$ cat src/hw/rtl/sha256_pkg.sv
package sha256_pkg;

	// block and digest geometry
	localparam int BLOCK_BYTES  = 64;
	localparam int ROUNDS       = 64;
	localparam int WINDOW_WORDS = 16;
	localparam int DIGEST_WORDS = 8;
	localparam int LEN_POS      = 56;
	localparam int BLOCK_BITS   = 512;

	// stream widths
	localparam int IN_TDATA_W  = 8;
	localparam int IN_TUSER_W  = 1;
	localparam int OUT_TDATA_W = 40;

	// request kinds carried in s_tuser
	localparam logic REQ_BYTE   = 1'b0;
	localparam logic REQ_FINISH = 1'b1;

	localparam logic [7:0] PAD_MARK = 8'h80;

	// round constants
	function automatic logic [31:0] round_k(input logic [5:0] r);
		logic [31:0] k;
		unique case (r)
			6'd0:  k = 32'h428a2f98;
			6'd1:  k = 32'h71374491;
			6'd2:  k = 32'hb5c0fbcf;
			6'd3:  k = 32'he9b5dba5;
			6'd4:  k = 32'h3956c25b;
			6'd5:  k = 32'h59f111f1;
			6'd6:  k = 32'h923f82a4;
			6'd7:  k = 32'hab1c5ed5;
			6'd8:  k = 32'hd807aa98;
			6'd9:  k = 32'h12835b01;
			6'd10: k = 32'h243185be;
			6'd11: k = 32'h550c7dc3;
			6'd12: k = 32'h72be5d74;
			6'd13: k = 32'h80deb1fe;
			6'd14: k = 32'h9bdc06a7;
			6'd15: k = 32'hc19bf174;
			6'd16: k = 32'he49b69c1;
			6'd17: k = 32'hefbe4786;
			6'd18: k = 32'h0fc19dc6;
			6'd19: k = 32'h240ca1cc;
			6'd20: k = 32'h2de92c6f;
			6'd21: k = 32'h4a7484aa;
			6'd22: k = 32'h5cb0a9dc;
			6'd23: k = 32'h76f988da;
			6'd24: k = 32'h983e5152;
			6'd25: k = 32'ha831c66d;
			6'd26: k = 32'hb00327c8;
			6'd27: k = 32'hbf597fc7;
			6'd28: k = 32'hc6e00bf3;
			6'd29: k = 32'hd5a79147;
			6'd30: k = 32'h06ca6351;
			6'd31: k = 32'h14292967;
			6'd32: k = 32'h27b70a85;
			6'd33: k = 32'h2e1b2138;
			6'd34: k = 32'h4d2c6dfc;
			6'd35: k = 32'h53380d13;
			6'd36: k = 32'h650a7354;
			6'd37: k = 32'h766a0abb;
			6'd38: k = 32'h81c2c92e;
			6'd39: k = 32'h92722c85;
			6'd40: k = 32'ha2bfe8a1;
			6'd41: k = 32'ha81a664b;
			6'd42: k = 32'hc24b8b70;
			6'd43: k = 32'hc76c51a3;
			6'd44: k = 32'hd192e819;
			6'd45: k = 32'hd6990624;
			6'd46: k = 32'hf40e3585;
			6'd47: k = 32'h106aa070;
			6'd48: k = 32'h19a4c116;
			6'd49: k = 32'h1e376c08;
			6'd50: k = 32'h2748774c;
			6'd51: k = 32'h34b0bcb5;
			6'd52: k = 32'h391c0cb3;
			6'd53: k = 32'h4ed8aa4a;
			6'd54: k = 32'h5b9cca4f;
			6'd55: k = 32'h682e6ff3;
			6'd56: k = 32'h748f82ee;
			6'd57: k = 32'h78a5636f;
			6'd58: k = 32'h84c87814;
			6'd59: k = 32'h8cc70208;
			6'd60: k = 32'h90befffa;
			6'd61: k = 32'ha4506ceb;
			6'd62: k = 32'hbef9a3f7;
			6'd63: k = 32'hc67178f2;
			default: k = 32'h0;
		endcase
		return k;
	endfunction

	// initial chaining values
	function automatic logic [31:0] init_hash(input logic [2:0] i);
		logic [31:0] h;
		unique case (i)
			3'd0: h = 32'h6a09e667;
			3'd1: h = 32'hbb67ae85;
			3'd2: h = 32'h3c6ef372;
			3'd3: h = 32'ha54ff53a;
			3'd4: h = 32'h510e527f;
			3'd5: h = 32'h9b05688c;
			3'd6: h = 32'h1f83d9ab;
			3'd7: h = 32'h5be0cd19;
			default: h = 32'h0;
		endcase
		return h;
	endfunction

	function automatic logic [31:0] ror32(input logic [31:0] x, input int n);
		return (x >> n) | (x << (32 - n));
	endfunction

	function automatic logic [31:0] big_sigma0(input logic [31:0] x);
		return ror32(x, 2) ^ ror32(x, 13) ^ ror32(x, 22);
	endfunction

	function automatic logic [31:0] big_sigma1(input logic [31:0] x);
		return ror32(x, 6) ^ ror32(x, 11) ^ ror32(x, 25);
	endfunction

	function automatic logic [31:0] small_sigma0(input logic [31:0] x);
		return ror32(x, 7) ^ ror32(x, 18) ^ (x >> 3);
	endfunction

	function automatic logic [31:0] small_sigma1(input logic [31:0] x);
		return ror32(x, 17) ^ ror32(x, 19) ^ (x >> 10);
	endfunction

endpackage

$ cat src/hw/rtl/sha256_stream_hasher.sv
// channel | dir | tdata                                   | tuser    | tlast
// s_*     | in  | [7:0] msg_byte                          | req_type | -
// m_*     | out | [31:0] digest_word, [34:32] word_index  | -        | digest_last
//
// a message byte is taken while idle; the byte that fills a block starts a compression
// (64 rounds on the single round unit, then one fold into the chaining words)
// a finish pushes padding and length one byte a cycle (9 to 72 bytes), pausing for
// each compression of a full block (one or two), then shows eight digest beats
// s_tready is high only while idle; digest beats wait as long as m_tready is low
// arst_n clears control state and loads the initial hash values
module sha256_stream_hasher
	import sha256_pkg::*;
(
	input  logic                   clk,
	input  logic                   arst_n,
	input  logic                   s_tvalid,
	output logic                   s_tready,
	input  logic [IN_TDATA_W-1:0]  s_tdata,   // [7:0] msg_byte
	input  logic [IN_TUSER_W-1:0]  s_tuser,   // [0] req_type
	output logic                   m_tvalid,
	input  logic                   m_tready,
	output logic [OUT_TDATA_W-1:0] m_tdata,   // [31:0] digest_word, [34:32] word_index
	output logic                   m_tlast
);

	typedef enum logic [2:0] {
		ST_IDLE,
		ST_MARK,
		ST_ZERO,
		ST_LEN,
		ST_ROUND,
		ST_FOLD,
		ST_OUT
	} state_t;

	state_t      state_q, ret_q;
	logic [5:0]  fill_q;
	logic [5:0]  rnd_q;
	logic [2:0]  out_idx_q;
	logic [63:0] bit_total_q;
	logic [31:0] chain_q [DIGEST_WORDS];

	logic [23:0] asm_q;
	logic [31:0] win_q [WINDOW_WORDS];
	logic [31:0] v_q [8];
	logic [63:0] total_q;

	logic        push_en;
	logic [7:0]  push_byte;
	logic        fin_en;
	logic        wrap;
	logic        out_fire;
	logic [31:0] w_rnd;
	logic [31:0] t1;
	logic [31:0] t2;
	logic [31:0] ch;
	logic [31:0] mj;

	assign s_tready = (state_q == ST_IDLE);
	assign m_tvalid = (state_q == ST_OUT);
	assign m_tdata  = {5'b0, out_idx_q, chain_q[0]};
	assign m_tlast  = (out_idx_q == 3'(DIGEST_WORDS - 1));
	assign out_fire = m_tvalid && m_tready;

	// byte source: input stream or padding sequencer
	always_comb begin
		push_en   = 1'b0;
		push_byte = 8'h00;
		unique case (state_q)
			ST_IDLE: begin
				push_en   = s_tvalid && (s_tuser[0] == REQ_BYTE);
				push_byte = s_tdata[7:0];
			end
			ST_MARK: begin
				push_en   = 1'b1;
				push_byte = PAD_MARK;
			end
			ST_ZERO: begin
				push_en   = (fill_q != 6'(LEN_POS));
				push_byte = 8'h00;
			end
			ST_LEN: begin
				push_en   = 1'b1;
				push_byte = total_q[63:56];
			end
			default: begin
				push_en   = 1'b0;
				push_byte = 8'h00;
			end
		endcase
	end

	assign fin_en = (state_q == ST_IDLE) && s_tvalid && (s_tuser[0] == REQ_FINISH);
	assign wrap   = push_en && (&fill_q);

	// shared round unit: schedule word and the two temporaries
	always_comb begin
		if (rnd_q[5:4] == 2'b00) begin
			w_rnd = win_q[0];
		end else begin
			w_rnd = win_q[0] + small_sigma0(win_q[1]) + win_q[9] + small_sigma1(win_q[14]);
		end
		ch = (v_q[4] & v_q[5]) ^ (~v_q[4] & v_q[6]);
		mj = (v_q[0] & v_q[1]) ^ (v_q[0] & v_q[2]) ^ (v_q[1] & v_q[2]);
		t1 = v_q[7] + big_sigma1(v_q[4]) + ch + round_k(rnd_q) + w_rnd;
		t2 = big_sigma0(v_q[0]) + mj;
	end

	// sequencer, counters and chaining words
	always_ff @(posedge clk or negedge arst_n) begin
		if (!arst_n) begin
			state_q     <= ST_IDLE;
			ret_q       <= ST_IDLE;
			fill_q      <= '0;
			rnd_q       <= '0;
			out_idx_q   <= '0;
			bit_total_q <= '0;
			for (int i = 0; i < DIGEST_WORDS; i++) begin
				chain_q[i] <= init_hash(3'(i));
			end
		end else begin
			if (push_en) begin
				fill_q <= fill_q + 6'd1;
			end
			unique case (state_q)
				ST_IDLE: begin
					if (wrap) begin
						state_q     <= ST_ROUND;
						ret_q       <= ST_IDLE;
						rnd_q       <= '0;
						bit_total_q <= bit_total_q + 64'(BLOCK_BITS);
					end else if (fin_en) begin
						state_q <= ST_MARK;
					end
				end
				ST_MARK, ST_ZERO: begin
					if (wrap) begin
						state_q <= ST_ROUND;
						ret_q   <= ST_ZERO;
						rnd_q   <= '0;
					end else if (state_q == ST_MARK) begin
						state_q <= ST_ZERO;
					end else if (!push_en) begin
						state_q <= ST_LEN;
					end
				end
				ST_LEN: begin
					if (wrap) begin
						state_q <= ST_ROUND;
						ret_q   <= ST_OUT;
						rnd_q   <= '0;
					end
				end
				ST_ROUND: begin
					rnd_q <= rnd_q + 6'd1;
					if (&rnd_q) begin
						state_q <= ST_FOLD;
					end
				end
				ST_FOLD: begin
					for (int i = 0; i < DIGEST_WORDS; i++) begin
						chain_q[i] <= chain_q[i] + v_q[i];
					end
					state_q <= ret_q;
				end
				ST_OUT: begin
					if (out_fire) begin
						out_idx_q <= out_idx_q + 3'd1;
						if (m_tlast) begin
							state_q     <= ST_IDLE;
							bit_total_q <= '0;
							for (int i = 0; i < DIGEST_WORDS; i++) begin
								chain_q[i] <= init_hash(3'(i));
							end
						end else begin
							for (int i = 0; i < DIGEST_WORDS - 1; i++) begin
								chain_q[i] <= chain_q[i + 1];
							end
						end
					end
				end
				default: begin
					state_q <= ST_IDLE;
				end
			endcase
		end
	end

	// datapath: byte assembly, schedule window, working variables, length
	always_ff @(posedge clk) begin
		if (fin_en) begin
			total_q <= bit_total_q + 64'({fill_q, 3'b000});
		end else if (state_q == ST_LEN) begin
			total_q <= {total_q[55:0], 8'h00};
		end

		if (push_en) begin
			asm_q <= {asm_q[15:0], push_byte};
			if (&fill_q[1:0]) begin
				for (int i = 0; i < WINDOW_WORDS - 1; i++) begin
					win_q[i] <= win_q[i + 1];
				end
				win_q[WINDOW_WORDS - 1] <= {asm_q, push_byte};
			end
		end else if (state_q == ST_ROUND) begin
			for (int i = 0; i < WINDOW_WORDS - 1; i++) begin
				win_q[i] <= win_q[i + 1];
			end
			win_q[WINDOW_WORDS - 1] <= w_rnd;
		end

		if (wrap) begin
			for (int i = 0; i < 8; i++) begin
				v_q[i] <= chain_q[i];
			end
		end else if (state_q == ST_ROUND) begin
			v_q[7] <= v_q[6];
			v_q[6] <= v_q[5];
			v_q[5] <= v_q[4];
			v_q[4] <= v_q[3] + t1;
			v_q[3] <= v_q[2];
			v_q[2] <= v_q[1];
			v_q[1] <= v_q[0];
			v_q[0] <= t1 + t2;
		end
	end

endmodule

$ cat config.mk
export PLATFORM = sky130hd
export DESIGN_NAME = sha256_stream_hasher
export DESIGN_NICKNAME = d
export VERILOG_FILES = /design/src/hw/rtl/sha256_pkg.sv /design/src/hw/rtl/sha256_stream_hasher.sv
export SDC_FILE = /design/constraint.sdc
export NUM_CORES = 2
export LEC_CHECK = 0
export BUFFER_PORTS_ARGS = -buffer_cell sky130_fd_sc_hd__buf_4
export CAP_MARGIN = 10
export CORE_ASPECT_RATIO = 1.1
export CORE_MARGIN = 2
export CORE_UTILIZATION = 55
export CTS_BUF_LIST = sky130_fd_sc_hd__clkbuf_16
export CTS_CLUSTER_DIAMETER = 60
export DETAILED_ROUTE_END_ITERATION = 7
export MAX_ROUTING_LAYER = met4
export PLACE_DENSITY = 0.75
export SLEW_MARGIN = 20
export SYNTH_ARGS = -nofsm -noshare
export SYNTH_HDL_FRONTEND = slang
export SYNTH_SLANG_ARGS = --single-unit
$ cat constraint.sdc
create_clock -name clk -period 20.4 [get_ports clk]
set_input_delay 4.08 -clock clk [delete_from_list [all_inputs] [get_ports clk]]
set_output_delay 4.08 -clock clk [all_outputs]
set_load 0.01 [all_outputs]
==> qor.yml <==
globalRouteMet3Util: 0.0426
setup_tns_ns: 0
crit_required_ns: 20.92
core_area_um2: 132000
die_w_um: 351
ys.flop_type: "edfxtp_1"
start_kind: "flop"
drt-initial-drc-count: 5406
areaGrowthSynthToFinish_pct: 8.84
hpwl_um: 154000
first_global_vias: 53100
row_count: 140
cts_hold_buf: 0
via_count: 54300
arrival_ns: 11.53
dieArea_um2: 136000
synthCells: 7109
die_y_um: 386
drc: 0
endpoint_kind: "flop"
viasPerCell: 6.10
max_freq_mhz: 90.8
grt_use_met1: 0.408
grt_max_degree: 176
nets: 7637
finClkSkew_ns: 0.0396
cpMostUsedCell: "fa_1"
post_cts_buffers: 0
period_minus_slack_ns: 11.01
hold_class: "flop to flop"
antenna_found_initial: 1
h-tree-depth: 4
ys_warn_count: 0
async_flop_share: 0.280
maxCapViolations: 0
setup_violations: 0
ys_types: 104
syn_avg_cell_area_um2: 10.3
clockBufferDepth: 3
cts_tree: "yes"
grt_use_total: 0.328
cts.sink_count: 1184
crit_type: "flop to flop"
drive_gt1_frac: 0.0853
status: "complete, no violations"
crit_fanout: 5
routed_wl_um: 216000
gp_congestion: 1.02
synth_seq_area_share: 0.467
design.portCount: 56
clock_latency_ns: 0.80
cts_buffers: 138
worst_pin_slew_ns: 1.11
rsz0062_at_grt: "no"
ys_ff_latch: 1184
cts_root_buf: "clkbuf_16"
max_stage_delay_ns: 0.60
fin_crit_sh: 0.540
drv_slew: 0
cp_slowest_cell: "nor4bb_1"
synth_edf_count: 853
cts_resized: 0
overflow: 0
synth_area_um2: 73000
slew_headroom: 0.255
port_buffers: 50
path_clk_slew_ns: 0.06
detail-route-antenna-nets: 0
start_util: 0.553
wl_per_cell_um: 24.3
grt_pass1_wl_um: 326000
final_cell_mix: "nand2_1 (1047), edfxtp_1 (853), o21ai_0 (471)"
final_common_cell: "nand2_1"
gr-usage-met2: 0.529
first_pass_iters: 7
top_usage_layer: "met2"
hold_viol_final: 0
==> cell type report <==
class | instances | area [µm²]
Timing Repair Buffer | 127 | 1020
Inverter | 389 | 1470
Multi-Input combinational cell | 5174 | 36100
Sequential cell | 1184 | 34100
Clock buffer | 140 | 3500
Fill cell | 10900 | 52600
Antenna cell | 1 | 2.50
Clock inverter | 115 | 1110
Tap cell | 1775 | 2220
==> worst max-delay path: cells and delay by family, from the launching register on <==
| family | cells | cell delay, ns |
|---|---|---|
| AO/OA/AOI/OAI | 16 | 2.95 |
| flip-flops | 1 | 0.48 |
| adder cells (fa/ha/maj) | 10 | 4.56 |
| AND/OR/NAND/NOR | 8 | 1.40 |
| XOR/XNOR | 5 | 1.10 |
| buffers and inverters | 5 | 0.29 |
==> synth_stat cells, types with 44 or more instances <==
| cell | instances | area [µm²] |
|---|---|---|
| a211oi_1 | 50 | 375 |
| a21o_1 | 184 | 1380 |
| a21oi_1 | 448 | 2240 |
| a221oi_1 | 44 | 385 |
| a31oi_1 | 92 | 576 |
| and3_1 | 67 | 419 |
| clkbuf_1 | 295 | 1110 |
| dfrtp_1 | 195 | 4880 |
| dfstp_2 | 136 | 3570 |
| edfxtp_1 | 853 | 25600 |
| fa_1 | 197 | 3940 |
| ha_1 | 413 | 5170 |
| inv_1 | 387 | 1450 |
| mux2_2 | 65 | 732 |
| nand2_1 | 1054 | 3960 |
| nand2b_1 | 56 | 350 |
| nand3_1 | 86 | 430 |
| nor2_1 | 464 | 1740 |
| nor2b_1 | 58 | 363 |
| nor3_1 | 86 | 430 |
| o21a_1 | 72 | 541 |
| o21ai_0 | 471 | 2360 |
| o22ai_1 | 54 | 338 |
| or3_1 | 65 | 407 |
| xnor2_1 | 402 | 3520 |
| xor2_1 | 199 | 1740 |
==> routing by layer <==
layer | wire length (µm) | vias to the layer above
met5 | 0 | -
met4 | 12600 | 0
met2 | 104000 | 2090
li1 | - | 25000
met3 | 13500 | 539
met1 | 86600 | 26600
==> flip-flops by register name (all words and copies together), names as in the netlist <==
register,flops
chain_q,224
asm_q,24
out_idx_q,3
bit_total_q,55
rnd_q,6
fill_q,6
win_q,512
m_tdata,32
state_q,3
total_q,61
v_q,256
ret_q,2
==> kinds of logic after synthesis <==
family	synth area share
compound gates	0.151
xor+xnor	0.0726
fa+ha+maj	0.129
buf+inv	0.0408
flops	0.467
mux	0.0169
other cells	0.0000514
simple gates	0.123
==> metrics by stage <==
stage / setup WS [ns] / hold WS [ns] / instance area [µm²] / std cells / utilization
finish: 9.39 / 0.403 / 79500 / 8905 / 0.602
global route: 8.76 / 0.405 / 79500 / 8905 / 0.602
CTS: 9.56 / 0.398 / 79500 / 8904 / 0.602
detailed placement: 9.58 / 0.405 / 74900 / 8649 / 0.567
global placement: 9.51 / 0.401 / 74900 / 8649 / 0.567
floorplan: 2.73 / 0.400 / 73000 / 7113 / -
==> final timing paths <==
| kind | start | endpoint | slack [ns] | cells past startpoint |
|---|---|---|---|---|
| worst max-delay path | win_q[0][40] | v_q[0][29] | 9.39 | 44 |
| worst min-delay path | win_q[1][168] | win_q[1][136] | 0.40 | 0 |
| worst max register to register | win_q[0][40] | v_q[0][29] | 9.39 | 44 |
| worst min register to register | win_q[1][168] | win_q[1][136] | 0.40 | 0 |
| max in group asynchronous | arst_n | chain_q[106] | 14.96 | 3 |
| min in group asynchronous | arst_n | m_tdata[23] | 3.24 | 1 |
Power is not shown: default switching activity piles up to over one toggle a cycle in this logic, so the estimate is an artifact.
